### config.mk
export PLATFORM = sky130hd
export DESIGN_NAME = slcl_ctrl
export DESIGN_NICKNAME = d
export VERILOG_FILES = /design/src/rtl/slcl_pkg.sv /design/src/rtl/slcl_ctrl.sv
export SDC_FILE = /design/constraint.sdc
export NUM_CORES = 1
export LEC_CHECK = 0
export BUFFER_PORTS_ARGS = -buffer_cell sky130_fd_sc_hd__buf_2
export CORE_AREA = 8 8 45 47
export DETAILED_ROUTE_END_ITERATION = 8
export DIE_AREA = 0 0 53 55
export PLACE_DENSITY = 0.66
export SYNTH_ARGS = -nofsm -noshare
export SYNTH_HDL_FRONTEND = slang
export SYNTH_SLANG_ARGS = --single-unit
export TNS_END_PERCENT = 10
### constraint.sdc
create_clock -name clk -period 1.3 [get_ports clk]
set_input_delay 0.065 -clock clk [delete_from_list [all_inputs] [get_ports clk]]
set_output_delay 0.065 -clock clk [all_outputs]
set_load 0.02 [all_outputs]
### src/rtl/slcl_pkg.sv
// Shared constants and types for the single-layer coverage length block.
package slcl_pkg;

	localparam int MAX_SEGMENTS_DEF = 1024;
	localparam int COORD_BITS_DEF   = 30;
	localparam int IN_COORD_BITS    = 30;
	localparam int LEN_BITS         = 30;

	// Commands from the controller to the datapath.
	typedef enum logic [3:0] {
		OP_NONE,
		OP_STORE_L,
		OP_STORE_R,
		OP_DROP,
		OP_SORT_INIT,
		OP_PASS_START,
		OP_SEG_START,
		OP_ELEM_READ,
		OP_ELEM_WRITE,
		OP_SEG_END,
		OP_PASS_END,
		OP_SWEEP_INIT,
		OP_SWEEP_READ,
		OP_SWEEP_ACC,
		OP_FINISH
	} dp_op_t;

	// Status from the datapath to the controller.
	typedef struct packed {
		logic fits;
		logic sort_done;
		logic pass_done;
		logic seg_done;
		logic none_stored;
		logic sweep_last;
		logic out_busy;
	} dp_status_t;

endpackage

### src/rtl/slcl_ctrl.sv
// Controller: sequences loading, the merge sort passes, the sweep and the result.
module slcl_ctrl import slcl_pkg::*; (
	input  logic       clk,
	input  logic       arst_n,
	input  logic       in_valid,
	input  logic       has_segment,
	input  logic       last_segment,
	input  dp_status_t status,
	output logic       in_ready,
	output dp_op_t     op
);

	typedef enum logic [3:0] {
		S_LOAD, S_LOAD2, S_SORT_INIT, S_PASS, S_SEG, S_RD, S_WR,
		S_SW_INIT, S_SW_RD, S_SW_ACC, S_DONE
	} state_t;

	state_t state_q;
	logic   last_q;
	logic   accept;

	assign in_ready = (state_q == S_LOAD);
	assign accept   = in_ready && in_valid;

	always_comb begin
		op = OP_NONE;
		unique case (state_q)
			S_LOAD: begin
				if (accept && has_segment) begin
					op = status.fits ? OP_STORE_L : OP_DROP;
				end
			end
			S_LOAD2:     op = OP_STORE_R;
			S_SORT_INIT: op = OP_SORT_INIT;
			S_PASS:      op = status.sort_done ? OP_NONE : OP_PASS_START;
			S_SEG:       op = status.pass_done ? OP_PASS_END : OP_SEG_START;
			S_RD:        op = status.seg_done ? OP_SEG_END : OP_ELEM_READ;
			S_WR:        op = OP_ELEM_WRITE;
			S_SW_INIT:   op = OP_SWEEP_INIT;
			S_SW_RD:     op = OP_SWEEP_READ;
			S_SW_ACC:    op = OP_SWEEP_ACC;
			S_DONE:      op = status.out_busy ? OP_NONE : OP_FINISH;
			default:     op = OP_NONE;
		endcase
	end

	always_ff @(posedge clk or negedge arst_n) begin
		if (!arst_n) begin
			state_q <= S_LOAD;
			last_q  <= 1'b0;
		end else begin
			unique case (state_q)
				S_LOAD: begin
					if (accept) begin
						last_q <= last_segment;
						if (has_segment && status.fits) begin
							state_q <= S_LOAD2;
						end else if (last_segment) begin
							state_q <= S_SORT_INIT;
						end
					end
				end
				S_LOAD2:     state_q <= last_q ? S_SORT_INIT : S_LOAD;
				S_SORT_INIT: state_q <= S_PASS;
				S_PASS:      state_q <= status.sort_done ? S_SW_INIT : S_SEG;
				S_SEG:       state_q <= status.pass_done ? S_PASS : S_RD;
				S_RD:        state_q <= status.seg_done ? S_SEG : S_WR;
				S_WR:        state_q <= S_RD;
				S_SW_INIT:   state_q <= status.none_stored ? S_DONE : S_SW_RD;
				S_SW_RD:     state_q <= S_SW_ACC;
				S_SW_ACC:    state_q <= status.sweep_last ? S_DONE : S_SW_RD;
				S_DONE: begin
					if (!status.out_busy) begin
						state_q <= S_LOAD;
					end
				end
				default: state_q <= S_LOAD;
			endcase
		end
	end

endmodule

# == Word-level counts from Yosys, hierarchy flattened ==
# Cells that the tools add are included.
# op_classes
reduce_logical,6
n_mux,18
n_eq_ne,13
# ops
operator,count
one-hot mux 4 bit (11 select lines),2
two-way mux 4 bit,7
"equality test 4 x 3 -> 1 bit, second input constant",4
two-way mux 2 bit,7
"equality test 4 bit, second input constant",3
"equality test 4 x 2 -> 1 bit, second input constant",2
two-way mux 3 bit,2
"equality test 4 x 1 -> 1 bit, second input constant",1
logical NOT 4 bit,1
logical AND 1 bit,3
"inequality test 3 x 2 -> 1 bit, second input constant",1
AND reduction 3 bit,1
"inequality test 2 x 1 -> 1 bit, second input constant",1
"inequality test 2 bit, second input constant",1
AND reduction 2 bit,1
# totals
in_bits,12
wordCells,39
reg_bits,5

# == Logic depth before layout (Yosys ltp) ==
# Gate-level depths: netlist (run 1).
# logic_depth
word_depth,5
ltp_mapped,6

# == Least setup slack after synthesis (run 1) ==
# OpenSTA, ideal clock, no wires.
# synth_timing
path_kind,register -> register
from,reg state_q[2]
to,reg last_q
setup_ps,125
n_path_buf,0
synth_period_minus_slack_ps,1453
t_required_ps,1175
path_stages_with_launch,4
setup_slack_ps,-153
t_arrival_ps,1328
cell_sequence,dfrtp_1 -> nor4_4 -> nand2_1 -> mux2_4
# synth_via
elab_chain_cells,3
# synth_lines
item,line,text
from (decl),slcl_ctrl.sv:18,state_t state_q;
from (signal assigned),slcl_ctrl.sv:63,S_LOAD2: state_q <= last_q ? S_SORT_INIT : S_LOAD;
from (signal assigned),slcl_ctrl.sv:65,S_PASS: state_q <= status.sort_done ? S_SW_INIT : S_SEG;
from (signal assigned),slcl_ctrl.sv:66,S_SEG: state_q <= status.pass_done ? S_PASS : S_RD;
logical NOT 4 bit (*),slcl_ctrl.sv:22,assign in_ready = (state_q == S_LOAD);
net in_ready,slcl_ctrl.sv:9,"output logic in_ready,"
logical AND 1 bit,slcl_ctrl.sv:23,assign accept = in_ready && in_valid;
AND reduction 2 bit (no source line) (*),-,
to (signal assigned),slcl_ctrl.sv:55,last_q <= last_segment;
to (decl),slcl_ctrl.sv:19,logic last_q;
# The timed path passes the listed nets; every way through them passes the cells marked *.
# A chain may end at the register's enable or synchronous reset.

# == Worst setup path after layout (run 1) ==
# layout_timing
from,reg state_q[1]
to,out op[2]
# layout_via
elab_chain_cells,2
# layout_lines
item,line,text
equality test 4 bit (tied with other cells),slcl_ctrl.sv:27,unique case (state_q)
one-hot mux 4 bit (11 select lines) (*),slcl_ctrl.sv:27,
to (decl),slcl_ctrl.sv:10,output dp_op_t op
# Every way passes the cells marked *; elsewhere a longest branch is shown, timed or not.

==> flow_metrics.env, run 1 <==
export IMPL_drive_gt1_share_pct=57.3
export IMPL_hp_start="status[4]"
export IMPL_die_x_um=53
export IMPL_cp_max_fo=6
export IMPL_finalCritPeriodShare_pct=123
export IMPL_antenna_left=0
export IMPL_routedWlPerCell_um=15.0
export IMPL_rsz0062_at_grt="true"
export IMPL_setup_viol=8
export IMPL_cts_buffers=3
export IMPL_r2r_end="last_q"
export IMPL_grt_use_total_pct=14.1
export IMPL_synth_top_area_share_pct=22.8
export IMPL_cts_sinks=5
export IMPL_multi_input_area_sq_um=439
export IMPL_p_switching_mw=1.13
export IMPL_worstMarginPinSlew_ns=0.252
export IMPL_yosysWarnings=0
export IMPL_total_power_mw=2.59
export IMPL_switching_share_pct=43.5
export IMPL_timing_hold_ws_ns=0.0340
export IMPL_fin_setup_tns_ns=-1.38
export IMPL_hold_class="input port to register"
export IMPL_fin_ws_ns=-0.300
export IMPL_utilization_pct=67.4
export IMPL_worstSetupStartpointType="register"
export IMPL_drc=0
export IMPL_syn_num_nets=84
export IMPL_reg2reg_from="state_q[2]"
export IMPL_clock_latency_ns=0.25
export IMPL_fin_skew_ns=0.00808
export IMPL_power_frac_seq_pct=14.8
export IMPL_arrival_ns=1.54
export IMPL_root_buffer="clkbuf_4"
export IMPL_ir_worst_vdd_mv=1.34
export IMPL_syn_instance_count=72
export IMPL_ys_ff_latch=5
export IMPL_gp_congestion=0.864
export IMPL_drt_iter0_drc=17
export IMPL_period_needed_ns=1.60
export IMPL_syn_area_sq_um=548
export IMPL_cts_tree="yes"
export IMPL_p_leak_nw=0.426
export IMPL_min_delay_path_depth=2
export IMPL_yosysUniqueCellTypes=27
export IMPL_synth_area_leader_cell="dfrtp_1"
export IMPL_power_internal_mw=1.46
export IMPL_areaGrowthSynthToFinish_pct=70.1
export IMPL_final_hold_violation_count=0
export IMPL_holdPathEnd="state_q[2]"
export IMPL_syn_avg_cell_area_sq_um=7.61
export IMPL_seq_area_sq_um=130
export IMPL_violations="setup timing"
export IMPL_grt_overflow_total=0
export IMPL_htree_num_levels=1
export IMPL_vias=677
export IMPL_clkPwrFrac_pct=7.5
export IMPL_grt_pass1_wl_um=3140
export IMPL_antenna_found_initial=0
export IMPL_worst_r2r_path_depth=4
export IMPL_numPortBuffers=16
export IMPL_drt_total_wl_um=1890
export IMPL_async_flop_share_pct=100
export IMPL_post_place_ws_ns=-0.185
export IMPL_worstPathRequired_ns=1.24
export IMPL_yosysSeqAreaShare_pct=22.8
export IMPL_hpwlAfterDp_um=1380
export IMPL_status="finished with violations"
export IMPL_synth_edff_count=0
export IMPL_fin_cells=126
export IMPL_grt_max_degree=10
export IMPL_core_area_sq_um=1380
export IMPL_combinationalPowerShare_pct=77.8
export IMPL_clk_pin_slew_ns=0.04
export IMPL_p_per_area_nw_per_um2=2770
export IMPL_cts_buffer_depth=2
export IMPL_nets=123
export IMPL_place_area_sq_um=743
export IMPL_first_pass_iters=4
export IMPL_rrSetupSlack_ns=-0.14
export IMPL_initial_utilization_pct=39.6
export IMPL_slew_violations=0
export IMPL_synth_most_common_cell="nand2_1"
export IMPL_die_height_um=55
export IMPL_vias_per_cell=5.37
export IMPL_rows=14
export IMPL_drv_cap=0
export IMPL_critPathKind="register to output pin"
export IMPL_fill_cells=126
export IMPL_ys_flop_type="dfrtp_1"
export IMPL_grt_pass1_vias=697
export IMPL_num_io_pins=17
export IMPL_fin_area_sq_um=932
export IMPL_diodes=0
export IMPL_dp_cells=116
export IMPL_cp_end_kind="output pin"
export IMPL_die_area_sq_um=2920
export IMPL_synth_area_leaders="dfrtp_1 (23%), nand2b_1 (5.7%), nor2b_1 (5.7%), o32ai_1 (4.8%), o21ai_0 (4.6%)"
export IMPL_max_freq_mhz=625
export IMPL_slew_headroom_pct=83.1
## state kept, by name, indices dropped and copies added, names as in the netlist
register,flops
last_q,1
state_q,4
## worst max-delay path, stage by stage, from the launching register on
cell,delay [ns]
dfrtp_2,0.41
buf_6,0.13
nor2b_2,0.16
a22oi_2,0.15
o22ai_1,0.09
or2_1,0.22
buf_6,0.13
## power by group through the flow
stage                     combinational [mW]  sequential (mW)  clock [mW]
after floorplan                         1.01            0.298           0
after global placement                  1.49            0.368           0
after detailed placement                1.50            0.369           0
after CTS                               1.78            0.368       0.189
after global routing                    2.17            0.393       0.214
final                                   2.01            0.382       0.193
## cells in the final DEF (no fill, tap or decap), drive strengths merged
cell / n
clkbuf: 4
nor2b: 5
a21oi: 4
o21ai: 7
o32ai: 3
nand2: 6
a21bo: 1
a22oi: 2
or2: 1
inv: 5
nor2: 4
dfrtp: 5
o22ai: 3
xor2: 1
and3b: 1
and3: 1
mux2: 1
a31oi: 2
a211o: 1
dlygate4sd3: 1
nor4: 1
a211oi: 3
a21o: 1
buf: 38
nand3: 3
nand2b: 6
## worst max path at each step
stage | cells after the start | slack (ns) | start | endpoint
floorplan | 3 | -0.15 | state_q[2] | last_q
global placement | 5 | -0.16 | state_q[2] | op[1]
detailed placement | 5 | -0.18 | state_q[2] | op[1]
CTS | 6 | -0.39 | state_q[1] | op[1]
global route | 6 | -0.37 | state_q[1] | op[2]
finish | 6 | -0.30 | state_q[1] | op[2]
## per-layer routing
metal	global-route usage, %	vias up	share of wire [%]	routed length (um)
met5	0	-	0	0
li1	-	336	-	-
met3	1.87	2	3.1	58
met1	17.0	324	42	799
met2	24.8	15	53	1010
met4	5.17	0	1.3	25
## logic make-up after synthesis
group	synth area share (%)
and+or+nand+nor	31.3
AOI/OAI and AO/OA	32.2
buffers and inverters	9.36
DFF	22.8
xor gates and xnor gates	1.60
muxes	2.74
## final cells by class
type                    instances  area share (%)
well taps                      16            2.15
inverters                       5            2.01
flip-flops and latches          5            14.0
repair buffers                 39            31.9
multi-input cells              57            47.1
clock buffers                   4            2.82
## timing repair
action,in CTS,in global routing
gates resized for setup,19,15
endpoints found under the hold margin,5,0
pin swaps,5,6
hold buffers,1,0
endpoints found under the setup margin,8,9
buffers inserted,3,3
(Power assumes the default switching activity.)
==> run 2: changes to the inputs <==
--- a/config.mk
+++ b/config.mk
@@ -10,6 +10,7 @@
 export DETAILED_ROUTE_END_ITERATION = 8
 export DIE_AREA = 0 0 53 55
 export PLACE_DENSITY = 0.66
+export REMOVE_ABC_BUFFERS = 1
 export SYNTH_ARGS = -nofsm -noshare
 export SYNTH_HDL_FRONTEND = slang
 export SYNTH_SLANG_ARGS = --single-unit
==> run 2 against run 1 <==
The flow still finishes with violations (setup timing). Count of clock-buffer cells in the layout is 1 lower. Clock skew is 0.0042 ns lower. Non-clock buffer count shrank 1. Final cell count is 0.79% lower. Sequential share of layout area up 0.37 points. Flip-flop and latch count unchanged. Maximum frequency down 2.5%. Via count rose by 2.4%. Critical endpoint unchanged. Largest cell class unchanged.
==> flow_metrics.env, run 2 (synthesized netlist as in run 1, its figures left out) <==
export IMPL_p_per_area_nw_per_um2=2770
export IMPL_gp_congestion=0.965
export IMPL_clk_pin_slew_ns=0.04
export IMPL_rsz0062_at_grt="true"
export IMPL_finalCritPeriodShare_pct=126
export IMPL_grt_use_total_pct=14.4
export IMPL_slew_headroom_pct=81.1
export IMPL_post_place_ws_ns=-0.170
export IMPL_fill_cells=111
export IMPL_antenna_found_initial=0
export IMPL_nets=122
export IMPL_routedWlPerCell_um=14.8
export IMPL_p_switching_mw=1.10
export IMPL_p_leak_nw=0.419
export IMPL_cts_sinks=5
export IMPL_vias_per_cell=5.54
export IMPL_die_height_um=55
export IMPL_layout_commonest_cell="buf_4"
export IMPL_cts_tree="yes"
export IMPL_die_x_um=53
export IMPL_root_buffer="clkbuf_4"
export IMPL_worstPathRequired_ns=1.24
export IMPL_multi_input_area_sq_um=417
export IMPL_grt_max_degree=9
export IMPL_cts_buffers=3
export IMPL_drv_cap=0
export IMPL_drive_gt1_share_pct=53.2
export IMPL_worstSetupStartpointType="register"
export IMPL_reg_largest_list="state_q (4), last_q (1)"
export IMPL_largest_reg_flops=4
export IMPL_hold_class="input port to register"
export IMPL_seq_area_sq_um=129
export IMPL_fin_cells=125
export IMPL_setup_viol=8
export IMPL_arrival_ns=1.58
export IMPL_violations="setup timing"
export IMPL_grt_overflow_total=0
export IMPL_status="finished with violations"
export IMPL_htree_num_levels=1
export IMPL_cp_end_kind="output pin"
export IMPL_drt_iter0_drc=32
export IMPL_cp_max_fo=3
export IMPL_max_freq_mhz=610
export IMPL_drt_total_wl_um=1850
export IMPL_areaGrowthSynthToFinish_pct=64.2
export IMPL_rows=14
export IMPL_power_internal_mw=1.40
export IMPL_fin_skew_ns=0.00383
export IMPL_antenna_left=0
export IMPL_combinationalPowerShare_pct=77.5
export IMPL_period_needed_ns=1.64
export IMPL_first_pass_iters=4
export IMPL_power_frac_seq_pct=14.8
export IMPL_cts_buffer_depth=2
export IMPL_clock_latency_ns=0.26
export IMPL_core_area_sq_um=1380
export IMPL_initial_utilization_pct=39.6
export IMPL_num_io_pins=17
export IMPL_numPortBuffers=16
export IMPL_grt_pass1_vias=694
export IMPL_dp_cells=114
export IMPL_drc=0
export IMPL_top_register="state_q"
export IMPL_grt_pass1_wl_um=3070
export IMPL_diodes=0
export IMPL_final_hold_violation_count=0
export IMPL_fin_ws_ns=-0.340
export IMPL_ir_worst_vdd_mv=1.33
export IMPL_clkPwrFrac_pct=7.6
export IMPL_final_cell_mix="buf_4 (17), buf_2 (12), buf_6 (8)"
export IMPL_hpwlAfterDp_um=1260
export IMPL_slew_violations=0
export IMPL_die_area_sq_um=2920
export IMPL_vias=693
export IMPL_critPathKind="register to output pin"
export IMPL_worstMarginPinSlew_ns=0.282
export IMPL_switching_share_pct=43.9
==> run 2: cell types whose count changed in the layout (fill, tap and decap cells not counted), sizes merged <==
cell    delta
buf        -1
clkbuf     -1
clkinv     +1
==> run 2: worst max-delay path, cell delays in order (launching register included) <==
cell and delay (ns):
dfrtp_2 0.41, buf_4 0.16, nor2b_1 0.15, a22oi_1 0.17
o22ai_1 0.08, or2_1 0.20, buf_4 0.15
==> run 2: area by class of cell <==
| type | count | share of cell area (%) |
|---|---|---|
| clock inverters | 1 | 0.556 |
| multi-input cells | 57 | 46.3 |
| flip-flops and latches | 5 | 14.3 |
| well taps | 16 | 2.23 |
| inverters | 5 | 2.09 |
| clock buffers | 3 | 2.50 |
| repair buffers | 38 | 32.0 |
==> run 2: routing by layer <==
layer,global-route usage (%),wire [um],up-vias
met3,1.87,93,4
met2,24.0,931,29
met4,10.3,29,0
met1,16.5,793,325
li1,-,-,335
met5,0,0,-
==> run 2: metrics by stage <==
stage          cell area (sq um)  TNS, ns  power [mW]  hold slack [ns]  util, %
2_1_floorplan                515   -0.910        1.22           -0.231        -
3_5_place_dp                 728   -0.663        1.84           -0.116     52.6
6_report                     900    -1.54        2.50           0.0240     65.0
5_1_grt                      900    -2.18        2.68           0.0215     65.0
3_3_place_gp                 728   -0.427        1.83           -0.120     52.6
4_1_cts                      862    -1.33        2.38           0.0163     62.3
==> run 2: power groups by stage <==
stage	sequential [mW]	combinational, mW	clock, mW
detailed placement	0.393	1.45	0
floorplan	0.425	0.797	0
global route	0.381	2.09	0.206
global placement	0.388	1.44	0
finish	0.371	1.93	0.191
CTS	0.379	1.81	0.191
==> run 2: worst paths after layout <==
kind,startpoint,end,cells past startpoint,slack (ns)
worst min-delay path,status[4],state_q[2],2,0.02
worst max-delay path,state_q[2],op[2],6,-0.34
min in group asynchronous,arst_n,last_q,2,0.16
max in group asynchronous,arst_n,state_q[2],2,0.99
worst min register to register,last_q,last_q,1,0.53
worst max register to register,state_q[2],last_q,5,-0.17
==> run 2: timing repair <==
item / in CTS / in global routing
hold endpoints to repair: 5 / 0
resized for setup: 24 / 7
setup endpoints to repair: 9 / 8
hold buffers: 1 / 0
buffers inserted: 4 / 2
pin swaps: 7 / 7
